## src/rtl/pmg_pkg.sv

```systemverilog
// shared types and constants for the point mass gravity force block
package pmg_pkg;

  // fixed datapath widths, sized for the widest fraction setting
  localparam int DW    = 33;   // coordinate offset
  localparam int AW    = 49;   // strength, mass times multiplier
  localparam int SW    = 66;   // squared distance
  localparam int RW    = 35;   // square root
  localparam int PW    = 120;  // shift-add product and dividend
  localparam int QW    = 33;   // quotient bits kept
  localparam int DDW   = PW + QW - 1;
  localparam int MUL_FRAC = 16;
  localparam int CNTW  = 6;

  localparam logic [2:0] CFG_CENTER_X   = 3'd0;
  localparam logic [2:0] CFG_CENTER_Y   = 3'd1;
  localparam logic [2:0] CFG_MASS       = 3'd2;
  localparam logic [2:0] CFG_MULTIPLIER = 3'd3;

  typedef enum logic [3:0] {
    S_IDLE, S_CHECK, S_MUL_XX, S_MUL_YY, S_SQRT, S_MUL_LR, S_MUL_AM,
    S_MUL_PX, S_DIV_X, S_MUL_PY, S_DIV_Y, S_FINISH
  } state_t;

  typedef enum logic [3:0] {
    OP_MUL_XX, OP_MUL_YY, OP_SQRT, OP_MUL_LR, OP_MUL_AM,
    OP_MUL_PX, OP_DIV_X, OP_MUL_PY, OP_DIV_Y
  } op_t;

  typedef struct packed {
    logic load;
    logic start;
    op_t  op;
    logic finish;
  } cmd_t;

  typedef struct packed {
    logic done;
    logic skip;
    logic out_free;
  } status_t;

endpackage

```

## src/rtl/point_mass_gravity_force_top.sv

```systemverilog
// top level of the point mass gravity force block
//
//  channel  dir  handshake          payload
//  in_      in   tvalid / tready    tdata body_x, body_y, body_mass; tuser eligible, frame_start
//  out_     out  tvalid / tready    tdata force_x, force_y, reaction_x, reaction_y; tuser saturated
//  cfg_     in   we                 index, wdata
//
// a computed body runs six 35-step shift-add multiplies, a 35-step
// square root and two 33-step divisions on one shared counter, each launched on entry to its state
// a skipped body (ineligible, weak attractor or coincident) goes from the check state straight to finish
// one body at a time; the next transfer is taken once the result sits in the output register
// a stalled output holds the finished result and blocks only the final step of the next body
// synchronous active-low reset clears totals and handshake state and sets config to its defaults
module point_mass_gravity_force_top import pmg_pkg::*; #(
  parameter int FRAC_BITS = 16
) (
  input  logic         clk,
  input  logic         rst_n,
  input  logic         cfg_we,
  input  logic [2:0]   cfg_index,
  input  logic [31:0]  cfg_wdata,
  input  logic         in_tvalid,
  output logic         in_tready,
  input  logic [95:0]  in_tdata,   // body_x, body_y, body_mass
  input  logic [1:0]   in_tuser,   // eligible, frame_start
  output logic         out_tvalid,
  input  logic         out_tready,
  output logic [127:0] out_tdata,  // force_x, force_y, reaction_x, reaction_y
  output logic         out_tuser   // saturated
);

  cmd_t    cmd;
  status_t st;

  pmg_ctrl u_ctrl (
    .clk(clk), .rst_n(rst_n), .in_tvalid(in_tvalid), .in_tready(in_tready),
    .st(st), .cmd(cmd)
  );

  pmg_datapath #(.FRAC_BITS(FRAC_BITS)) u_dp (
    .clk(clk), .rst_n(rst_n), .cfg_we(cfg_we), .cfg_index(cfg_index),
    .cfg_wdata(cfg_wdata), .in_tdata(in_tdata), .in_tuser(in_tuser),
    .out_tvalid(out_tvalid), .out_tready(out_tready), .out_tdata(out_tdata),
    .out_tuser(out_tuser), .cmd(cmd), .st(st)
  );

endmodule

```

## src/rtl/pmg_ctrl.sv

```systemverilog
// sequencer that steps one body through the shared arithmetic units
module pmg_ctrl import pmg_pkg::*; (
  input  logic    clk,
  input  logic    rst_n,
  input  logic    in_tvalid,
  output logic    in_tready,
  input  status_t st,
  output cmd_t    cmd
);

  state_t state_r, state_nxt;
  logic   launched_r, launched_nxt;

  always_ff @(posedge clk) begin
    if (!rst_n) begin
      state_r    <= S_IDLE;
      launched_r <= 1'b0;
    end else begin
      state_r    <= state_nxt;
      launched_r <= launched_nxt;
    end
  end

  always_comb begin
    state_nxt  = state_r;
    cmd.load   = 1'b0;
    cmd.start  = 1'b0;
    cmd.op     = OP_MUL_XX;
    cmd.finish = 1'b0;
    in_tready  = 1'b0;
    case (state_r)
      S_IDLE: begin
        // no transfer is taken while reset is held
        in_tready = rst_n;
        if (in_tvalid && rst_n) begin
          cmd.load  = 1'b1;
          state_nxt = S_CHECK;
        end
      end
      S_CHECK:  state_nxt = st.skip ? S_FINISH : S_MUL_XX;
      S_MUL_XX: begin
        cmd.op = OP_MUL_XX;
        if (st.done) state_nxt = S_MUL_YY;
      end
      S_MUL_YY: begin
        cmd.op = OP_MUL_YY;
        if (st.done) state_nxt = S_SQRT;
      end
      S_SQRT: begin
        cmd.op = OP_SQRT;
        if (st.done) state_nxt = S_MUL_LR;
      end
      S_MUL_LR: begin
        cmd.op = OP_MUL_LR;
        if (st.done) state_nxt = S_MUL_AM;
      end
      S_MUL_AM: begin
        cmd.op = OP_MUL_AM;
        if (st.done) state_nxt = S_MUL_PX;
      end
      S_MUL_PX: begin
        cmd.op = OP_MUL_PX;
        if (st.done) state_nxt = S_DIV_X;
      end
      S_DIV_X: begin
        cmd.op = OP_DIV_X;
        if (st.done) state_nxt = S_MUL_PY;
      end
      S_MUL_PY: begin
        cmd.op = OP_MUL_PY;
        if (st.done) state_nxt = S_DIV_Y;
      end
      S_DIV_Y: begin
        cmd.op = OP_DIV_Y;
        if (st.done) state_nxt = S_FINISH;
      end
      S_FINISH: begin
        if (st.out_free) begin
          cmd.finish = 1'b1;
          state_nxt  = S_IDLE;
        end
      end
      default: state_nxt = S_IDLE;
    endcase
    // every compute phase launches its unit once on entry
    if (state_r != S_IDLE && state_r != S_CHECK && state_r != S_FINISH && !launched_r)
      cmd.start = 1'b1;
    launched_nxt = launched_r;
    if (cmd.start) launched_nxt = 1'b1;
    else if (st.done) launched_nxt = 1'b0;
  end

`ifndef SYNTHESIS
  a_done_launched: assert property (@(posedge clk) disable iff (!rst_n)
    st.done |-> launched_r) else $error("unit done without launch");
  a_load_check: assert property (@(posedge clk) disable iff (!rst_n)
    cmd.load |=> state_r == S_CHECK) else $error("load not followed by check");
  a_start_once: assert property (@(posedge clk) disable iff (!rst_n)
    cmd.start |=> !cmd.start) else $error("unit launched twice");
  a_finish_idle: assert property (@(posedge clk) disable iff (!rst_n)
    cmd.finish |=> state_r == S_IDLE) else $error("finish did not return idle");
`endif

endmodule

```

## src/rtl/pmg_datapath.sv

```systemverilog
// config registers, shift-add multiplier, digit square root, divider and output register
module pmg_datapath import pmg_pkg::*; #(
  parameter int FRAC_BITS = 16
) (
  input  logic          clk,
  input  logic          rst_n,
  input  logic          cfg_we,
  input  logic [2:0]    cfg_index,
  input  logic [31:0]   cfg_wdata,
  input  logic [95:0]   in_tdata,
  input  logic [1:0]    in_tuser,
  output logic          out_tvalid,
  input  logic          out_tready,
  output logic [127:0]  out_tdata,
  output logic          out_tuser,
  input  cmd_t          cmd,
  output status_t       st
);

  localparam logic [AW-17:0] EPS = (AW-16)'((64'd1 << FRAC_BITS) / 64'd10000);
  localparam logic [SW-1:0]  ONE = SW'(64'd1 << FRAC_BITS);

  logic [31:0] cx_r, cy_r, mass_r;
  logic [16:0] mult_r;
  logic signed [31:0] sum_x_r, sum_y_r;
  logic out_valid_r;

  logic [DW-1:0] dx_r, dy_r, ax_r, ay_r;
  logic [31:0]   m2_r;
  logic [AW-1:0] a_r;
  logic          skip_r;
  logic [SW-1:0] s_r;
  logic [RW-1:0] r_r;
  logic [PW-1:0] den_r, p_r;
  logic [QW-1:0] qx_r, qy_r;

  logic          busy_r;
  op_t           op_r;
  logic [CNTW-1:0] cnt_r;
  logic [PW-1:0] ma_r, macc_r, macc_nxt;
  logic [RW-1:0] mb_r;
  logic [2*RW-1:0] srad_r;
  logic [RW+2:0] srem_r, srem_sh, strial, srem_nxt;
  logic [RW-1:0] sroot_r, sroot_nxt;
  logic [PW-1:0] drem_r, drem_nxt;
  logic [DDW-1:0] dd_r;
  logic [QW-1:0] dq_r, dq_nxt;
  logic          dge;

  logic [DW-1:0] dx_in, dy_in, ax_in, ay_in;
  logic [AW-1:0] a_in;
  logic          skip_in;
  logic [SW-1:0] l_sh, l_val;
  logic [34:0]   fx, fy;
  logic [32:0]   rx, ry;
  logic          done;

  function automatic logic [34:0] fcomp(input logic [DW-1:0] d, input logic [QW-1:0] q);
    logic pos, big;
    logic [QW-1:0] lim, m;
    logic [33:0] f;
    pos = !d[DW-1] && (d != '0);
    lim = pos ? 33'h080000000 : 33'h07FFFFFFF;
    big = q > lim;
    m   = big ? lim : q;
    f   = pos ? -{1'b0, m} : {1'b0, m};
    if (d == '0) fcomp = '0;
    else fcomp = {big, f};
  endfunction

  function automatic logic [32:0] rclamp(input logic [31:0] s, input logic [33:0] f);
    logic signed [33:0] v;
    v = $signed({{2{s[31]}}, s}) - $signed(f);
    if (v > 34'sh07FFFFFFF) rclamp = {1'b1, 32'h7FFFFFFF};
    else if (v < -34'sh080000000) rclamp = {1'b1, 32'h80000000};
    else rclamp = {1'b0, v[31:0]};
  endfunction

  always_comb begin
    dx_in   = {in_tdata[31], in_tdata[31:0]} - {cx_r[31], cx_r};
    dy_in   = {in_tdata[63], in_tdata[63:32]} - {cy_r[31], cy_r};
    ax_in   = dx_in[DW-1] ? -dx_in : dx_in;
    ay_in   = dy_in[DW-1] ? -dy_in : dy_in;
    a_in    = AW'(mass_r) * AW'(mult_r);
    skip_in = !in_tuser[0] || (a_in[AW-1:16] <= EPS) || (dx_in == '0 && dy_in == '0);
    l_sh    = s_r >> FRAC_BITS;
    l_val   = (l_sh < ONE) ? ONE : l_sh;
    macc_nxt = macc_r + (mb_r[0] ? ma_r : '0);
    // two radicand bits per root bit
    srem_sh  = {srem_r[RW:0], srad_r[2*RW-1 -: 2]};
    strial   = {1'b0, sroot_r, 2'b01};
    srem_nxt = (srem_sh >= strial) ? srem_sh - strial : srem_sh;
    sroot_nxt = {sroot_r[RW-2:0], srem_sh >= strial};
    dge      = {{(DDW-PW){1'b0}}, drem_r} >= dd_r;
    drem_nxt = dge ? drem_r - dd_r[PW-1:0] : drem_r;
    dq_nxt   = {dq_r[QW-2:0], dge};
    done     = busy_r && cnt_r == '0;
    fx = fcomp(dx_r, qx_r);
    fy = fcomp(dy_r, qy_r);
    rx = rclamp(sum_x_r, fx[33:0]);
    ry = rclamp(sum_y_r, fy[33:0]);
  end

  assign st.done     = done;
  assign st.skip     = skip_r;
  assign st.out_free = !out_valid_r || out_tready;
  assign out_tvalid  = out_valid_r;

  // config, reaction totals and output handshake
  always_ff @(posedge clk) begin
    if (!rst_n) begin
      cx_r <= '0; cy_r <= '0; mass_r <= 32'd65536; mult_r <= 17'd65536;
      sum_x_r <= '0; sum_y_r <= '0; out_valid_r <= 1'b0;
    end else begin
      if (cfg_we) begin
        case (cfg_index)
          CFG_CENTER_X:   cx_r   <= cfg_wdata;
          CFG_CENTER_Y:   cy_r   <= cfg_wdata;
          CFG_MASS:       mass_r <= cfg_wdata;
          CFG_MULTIPLIER: mult_r <= cfg_wdata[16:0];
          default: ;
        endcase
      end
      if (out_valid_r && out_tready) out_valid_r <= 1'b0;
      if (cmd.load && in_tuser[1]) begin
        sum_x_r <= '0;
        sum_y_r <= '0;
      end
      if (cmd.finish) begin
        out_valid_r <= 1'b1;
        if (!skip_r) begin
          sum_x_r <= rx[31:0];
          sum_y_r <= ry[31:0];
        end
      end
    end
  end

  always_ff @(posedge clk) begin
    if (!rst_n) busy_r <= 1'b0;
    else if (cmd.start) busy_r <= 1'b1;
    else if (done) busy_r <= 1'b0;
  end

  always_ff @(posedge clk) begin
    if (cmd.load) begin
      dx_r <= dx_in; dy_r <= dy_in; ax_r <= ax_in; ay_r <= ay_in;
      m2_r <= in_tdata[95:64]; a_r <= a_in; skip_r <= skip_in;
    end
    if (cmd.start) begin
      op_r   <= cmd.op;
      macc_r <= '0;
      case (cmd.op)
        OP_MUL_XX: begin ma_r <= PW'(ax_r); mb_r <= RW'(ax_r); cnt_r <= CNTW'(RW-1); end
        OP_MUL_YY: begin ma_r <= PW'(ay_r); mb_r <= RW'(ay_r); cnt_r <= CNTW'(RW-1); end
        OP_MUL_LR: begin ma_r <= PW'(l_val); mb_r <= r_r; cnt_r <= CNTW'(RW-1); end
        OP_MUL_AM: begin ma_r <= PW'(a_r); mb_r <= RW'(m2_r); cnt_r <= CNTW'(RW-1); end
        OP_MUL_PX: begin ma_r <= p_r; mb_r <= RW'(ax_r); cnt_r <= CNTW'(RW-1); end
        OP_MUL_PY: begin ma_r <= p_r; mb_r <= RW'(ay_r); cnt_r <= CNTW'(RW-1); end
        OP_SQRT: begin
          srad_r <= (2*RW)'(s_r); srem_r <= '0; sroot_r <= '0; cnt_r <= CNTW'(RW-1);
        end
        OP_DIV_X, OP_DIV_Y: begin
          drem_r <= macc_r; dd_r <= {den_r, {(QW-1){1'b0}}}; dq_r <= '0;
          cnt_r <= CNTW'(QW-1);
        end
        default: cnt_r <= '0;
      endcase
    end else if (busy_r) begin
      cnt_r <= cnt_r - 1'b1;
      case (op_r)
        OP_SQRT: begin
          srad_r <= srad_r << 2; srem_r <= srem_nxt; sroot_r <= sroot_nxt;
          if (done) r_r <= sroot_nxt;
        end
        OP_DIV_X, OP_DIV_Y: begin
          drem_r <= drem_nxt; dd_r <= dd_r >> 1; dq_r <= dq_nxt;
          if (done && op_r == OP_DIV_X) qx_r <= dq_nxt;
          if (done && op_r == OP_DIV_Y) qy_r <= dq_nxt;
        end
        default: begin
          macc_r <= macc_nxt; ma_r <= ma_r << 1; mb_r <= mb_r >> 1;
          if (done) begin
            case (op_r)
              OP_MUL_XX: s_r <= macc_nxt[SW-1:0];
              OP_MUL_YY: s_r <= s_r + macc_nxt[SW-1:0];
              OP_MUL_LR: den_r <= macc_nxt << MUL_FRAC;
              OP_MUL_AM: p_r <= macc_nxt;
              default: ;
            endcase
          end
        end
      endcase
    end
    if (cmd.finish) begin
      if (skip_r) begin
        out_tdata <= {sum_y_r, sum_x_r, 64'd0};
        out_tuser <= 1'b0;
      end else begin
        out_tdata <= {ry[31:0], rx[31:0], fy[31:0], fx[31:0]};
        out_tuser <= fx[34] | fy[34] | rx[32] | ry[32];
      end
    end
  end

endmodule

```

## config.mk

```make
export PLATFORM = sky130hd
export DESIGN_NAME = point_mass_gravity_force_top
export DESIGN_NICKNAME = d
export VERILOG_FILES = /design/src/rtl/pmg_pkg.sv /design/src/rtl/point_mass_gravity_force_top.sv /design/src/rtl/pmg_ctrl.sv /design/src/rtl/pmg_datapath.sv
export SDC_FILE = /design/constraint.sdc
export NUM_CORES = 2
export LEC_CHECK = 0
export ABC_AREA = 1
export BUFFER_PORTS_ARGS = -buffer_cell sky130_fd_sc_hd__buf_2
export CAP_MARGIN = 25
export CORE_UTILIZATION = 65
export DETAILED_ROUTE_END_ITERATION = 12
export HOLD_SLACK_MARGIN = 0.08
export PLACE_DENSITY = 0.82
export SLEW_MARGIN = 0
export SYNTH_ARGS = -nofsm -noshare
export SYNTH_HDL_FRONTEND = slang
export SYNTH_SLANG_ARGS = --single-unit
```

## constraint.sdc

```tcl
create_clock -name clk -period 64.1 [get_ports clk]
set_clock_uncertainty 0.1 [all_clocks]
set_input_delay 6.41 -clock clk [delete_from_list [all_inputs] [get_ports clk]]
set_output_delay 6.41 -clock clk [all_outputs]
set_load 0.005 [all_outputs]
```

==> results.cfg <==
[run_status]
status = completed

[worst_setup_path]
path_max_fanout = 114
end_kind = output pin
startpoint = rst_n
worst_setup_path_start_kind = primary input
crit_required_ns = 57.59
path_class = in2out
timing.rr.start = u_dp.ay_r[0]$_DFFE_PP_
arrival_ns = 7.96

[timing]
rsz0062_at_grt = no
hold_viol = 0
tightest_slew_ns = 1.17
fmax_ghz = 0.0691
post-route-period-util_pct = 22.6
min_period_ns = 14.47
setup_viol = 0
finalMaxSlewViolations = 0
slew_headroom_pct = 21.7
finalWorstSetupSlack_ns = 49.63
fin_setup_tns_ns = 0

[synth]
synthesis.area_um2 = 117000
synth-edff-count = 1342
synth_top_area_share_pct = 34.4
seq_area_frac_synth_pct = 39.6
synth_cell_type_count = 75
yosys_warnings = 0
synth-seq-cells = 1645
ys_async_sr_fraction_pct = 0
syn_area_per_cell_um2 = 8.13
ys_top_cells_by_area = edfxtp_1, nand2_1, fa_1, inv_1, ha_1
netlist_instances = 14406
yosysTopAreaCell = edfxtp_1
synth-main-ff-cell = edfxtp_1
synth_nets = 15666

[cts]
clk_pin_slew_ns = 0.06
cts_setup_buffers = 0
hold_buffers = 0
clockBufferDepth = 3
cts_tree = built
insertion_delay_ns = 0.89
post_cts_resized = 0
htreeDepth = 4
cts_sinks = 1645
cts_buffers = 175
clockRootBuffer = clkbuf_16

[placed_design]
place_ws_ns = 49.66
portBuffers = 268
placed_area_um2 = 121000
gp_congestion = 1.09
place_inst = 16675
dp_hpwl_mm = 297

[route]
drc = 0
wl_mm = 388
final_antenna_net_count = 0
vias = 103424
viasPerCell = 6.08
drtIter0Drc = 13774
drt_first_pass_iters = 8
wire_per_inst_um = 22.8

[layout]
stdcell_area_um2 = 127000
drive_gt1_share_pct = 6.10
final_cell_mix = nand2_1, inv_1, edfxtp_1
ff_latch_area_um2 = 46400
area_growth_pct = 8.29
layout.nets = 15760
fin_cells = 17015
multiInputGateArea_um2 = 60100
n_fill_cell = 13943
layout_commonest_cell = nand2_1

[global_route]
grt_pass1_vias = 97160
grt_overflow = 0
grt_start_max_net_pins = 247
antenna_found_initial = 24
track_usage_pct = 41.9
grt_pass1_wl_mm = 576

[power_and_ir_drop]
power.total_w = 0.00525
p_leak_nw = 57.3
max-vdd-ir-drop_uv = 60.7
power_density_nw_per_um2 = 41.4

[hold_path]
hp-start = u_dp.dq_r[31]$_SDFFCE_PP0P_
min_path_type = reg2reg

[run]
cap_violations = 0

[floorplanning]
die_h_um = 426
chipWidth_um = 426
rows = 155
ios = 269
dieArea_um2 = 182000
initial_core_util_pct = 65.5
core_um2 = 179000
metrics by stage:
| step | hold WS (ns) | util, % |
|---|---|---|
| after floorplan | 0.321 | - |
| after global routing | 0.371 | 71.0 |
| final | 0.354 | 71.0 |
| after CTS | 0.354 | 70.9 |
| after global placement | 0.325 | 67.5 |
| after detailed placement | 0.340 | 67.5 |
state kept, by name, summed over array words and instances, names as in the netlist, 35 cells and up:
register and flops:
u_dp.dd_r 152, u_dp.s_r 66, u_dp.srem_r 36, u_dp.out_tdata 128
u_dp.den_r 104, u_dp.drem_r 120, u_dp.p_r 120, u_dp.srad_r 70
u_dp.r_r 35, u_dp.sroot_r 35, u_dp.ma_r 120, u_dp.a_r 49
u_dp.mb_r 35, u_dp.macc_r 120
cell type report:
| class | instances | share of cell area (%) |
|---|---|---|
| inverter | 2340 | 6.94 |
| antenna | 10 | 0.0197 |
| clock inverter | 96 | 0.944 |
| sequential | 1645 | 36.6 |
| multi-input combinational | 9942 | 47.4 |
| clock buffer | 231 | 3.90 |
| timing repair buffer | 396 | 1.88 |
| tap | 2355 | 2.32 |
synthesized netlist by cell type, types with 41 or more instances:
cell,instances
a21o_1,51
a21oi_1,1084
a22o_1,72
a22oi_1,41
a31oi_1,204
clkbuf_1,415
dfxtp_1,303
edfxtp_1,1342
fa_1,456
ha_1,666
inv_1,2317
nand2_1,3340
nand3_1,411
nand4_1,82
nor2_1,1304
nor3_1,89
nor4_1,68
o211ai_1,64
o21a_1,80
o21ai_0,999
o21ai_1,57
or2_2,69
xnor2_1,181
xor2_1,261
power by group:
part	switching (W)	internal [W]
Sequential	0.000141	0.00156
Clock	0.000469	0.000605
Combinational	0.00176	0.000712
Total	0.00237	0.00288
logic make-up after synthesis:
| group | synth area share [%] |
|---|---|
| adder cells (fa/ha/maj) | 14.9 |
| XOR/XNOR | 3.31 |
| flip-flops | 39.6 |
| buffers and inverters | 9.18 |
| AO/OA/AOI/OAI | 14.1 |
| AND/OR/NAND/NOR | 18.9 |
critical path, cell delays in order:
cell	delay, ns
buf_2	0.07
buf_4	0.68
inv_2	0.15
buf_4	0.31
nor2_1	0.18
buf_2	0.13
path summary, 6_finish.rpt:
check	end	slack (ns)	cells past startpoint
max	in_tready	49.63	6
min	u_dp.qx_r[32]$_DFFE_PP_	0.35	0
max reg2reg	u_dp.out_tdata[121]$_DFFE_PP_	53.58	47
min reg2reg	u_dp.qx_r[32]$_DFFE_PP_	0.35	0
per-layer routing:
metal,global-route usage (%),vias to the layer above,share of wire [%]
met5,0,-,0.021
met4,21.9,12,6.1
met3,9.27,1102,12
met2,63.3,6160,43
met1,56.5,48545,39
li1,-,47605,-
(Power assumes the default switching activity.)
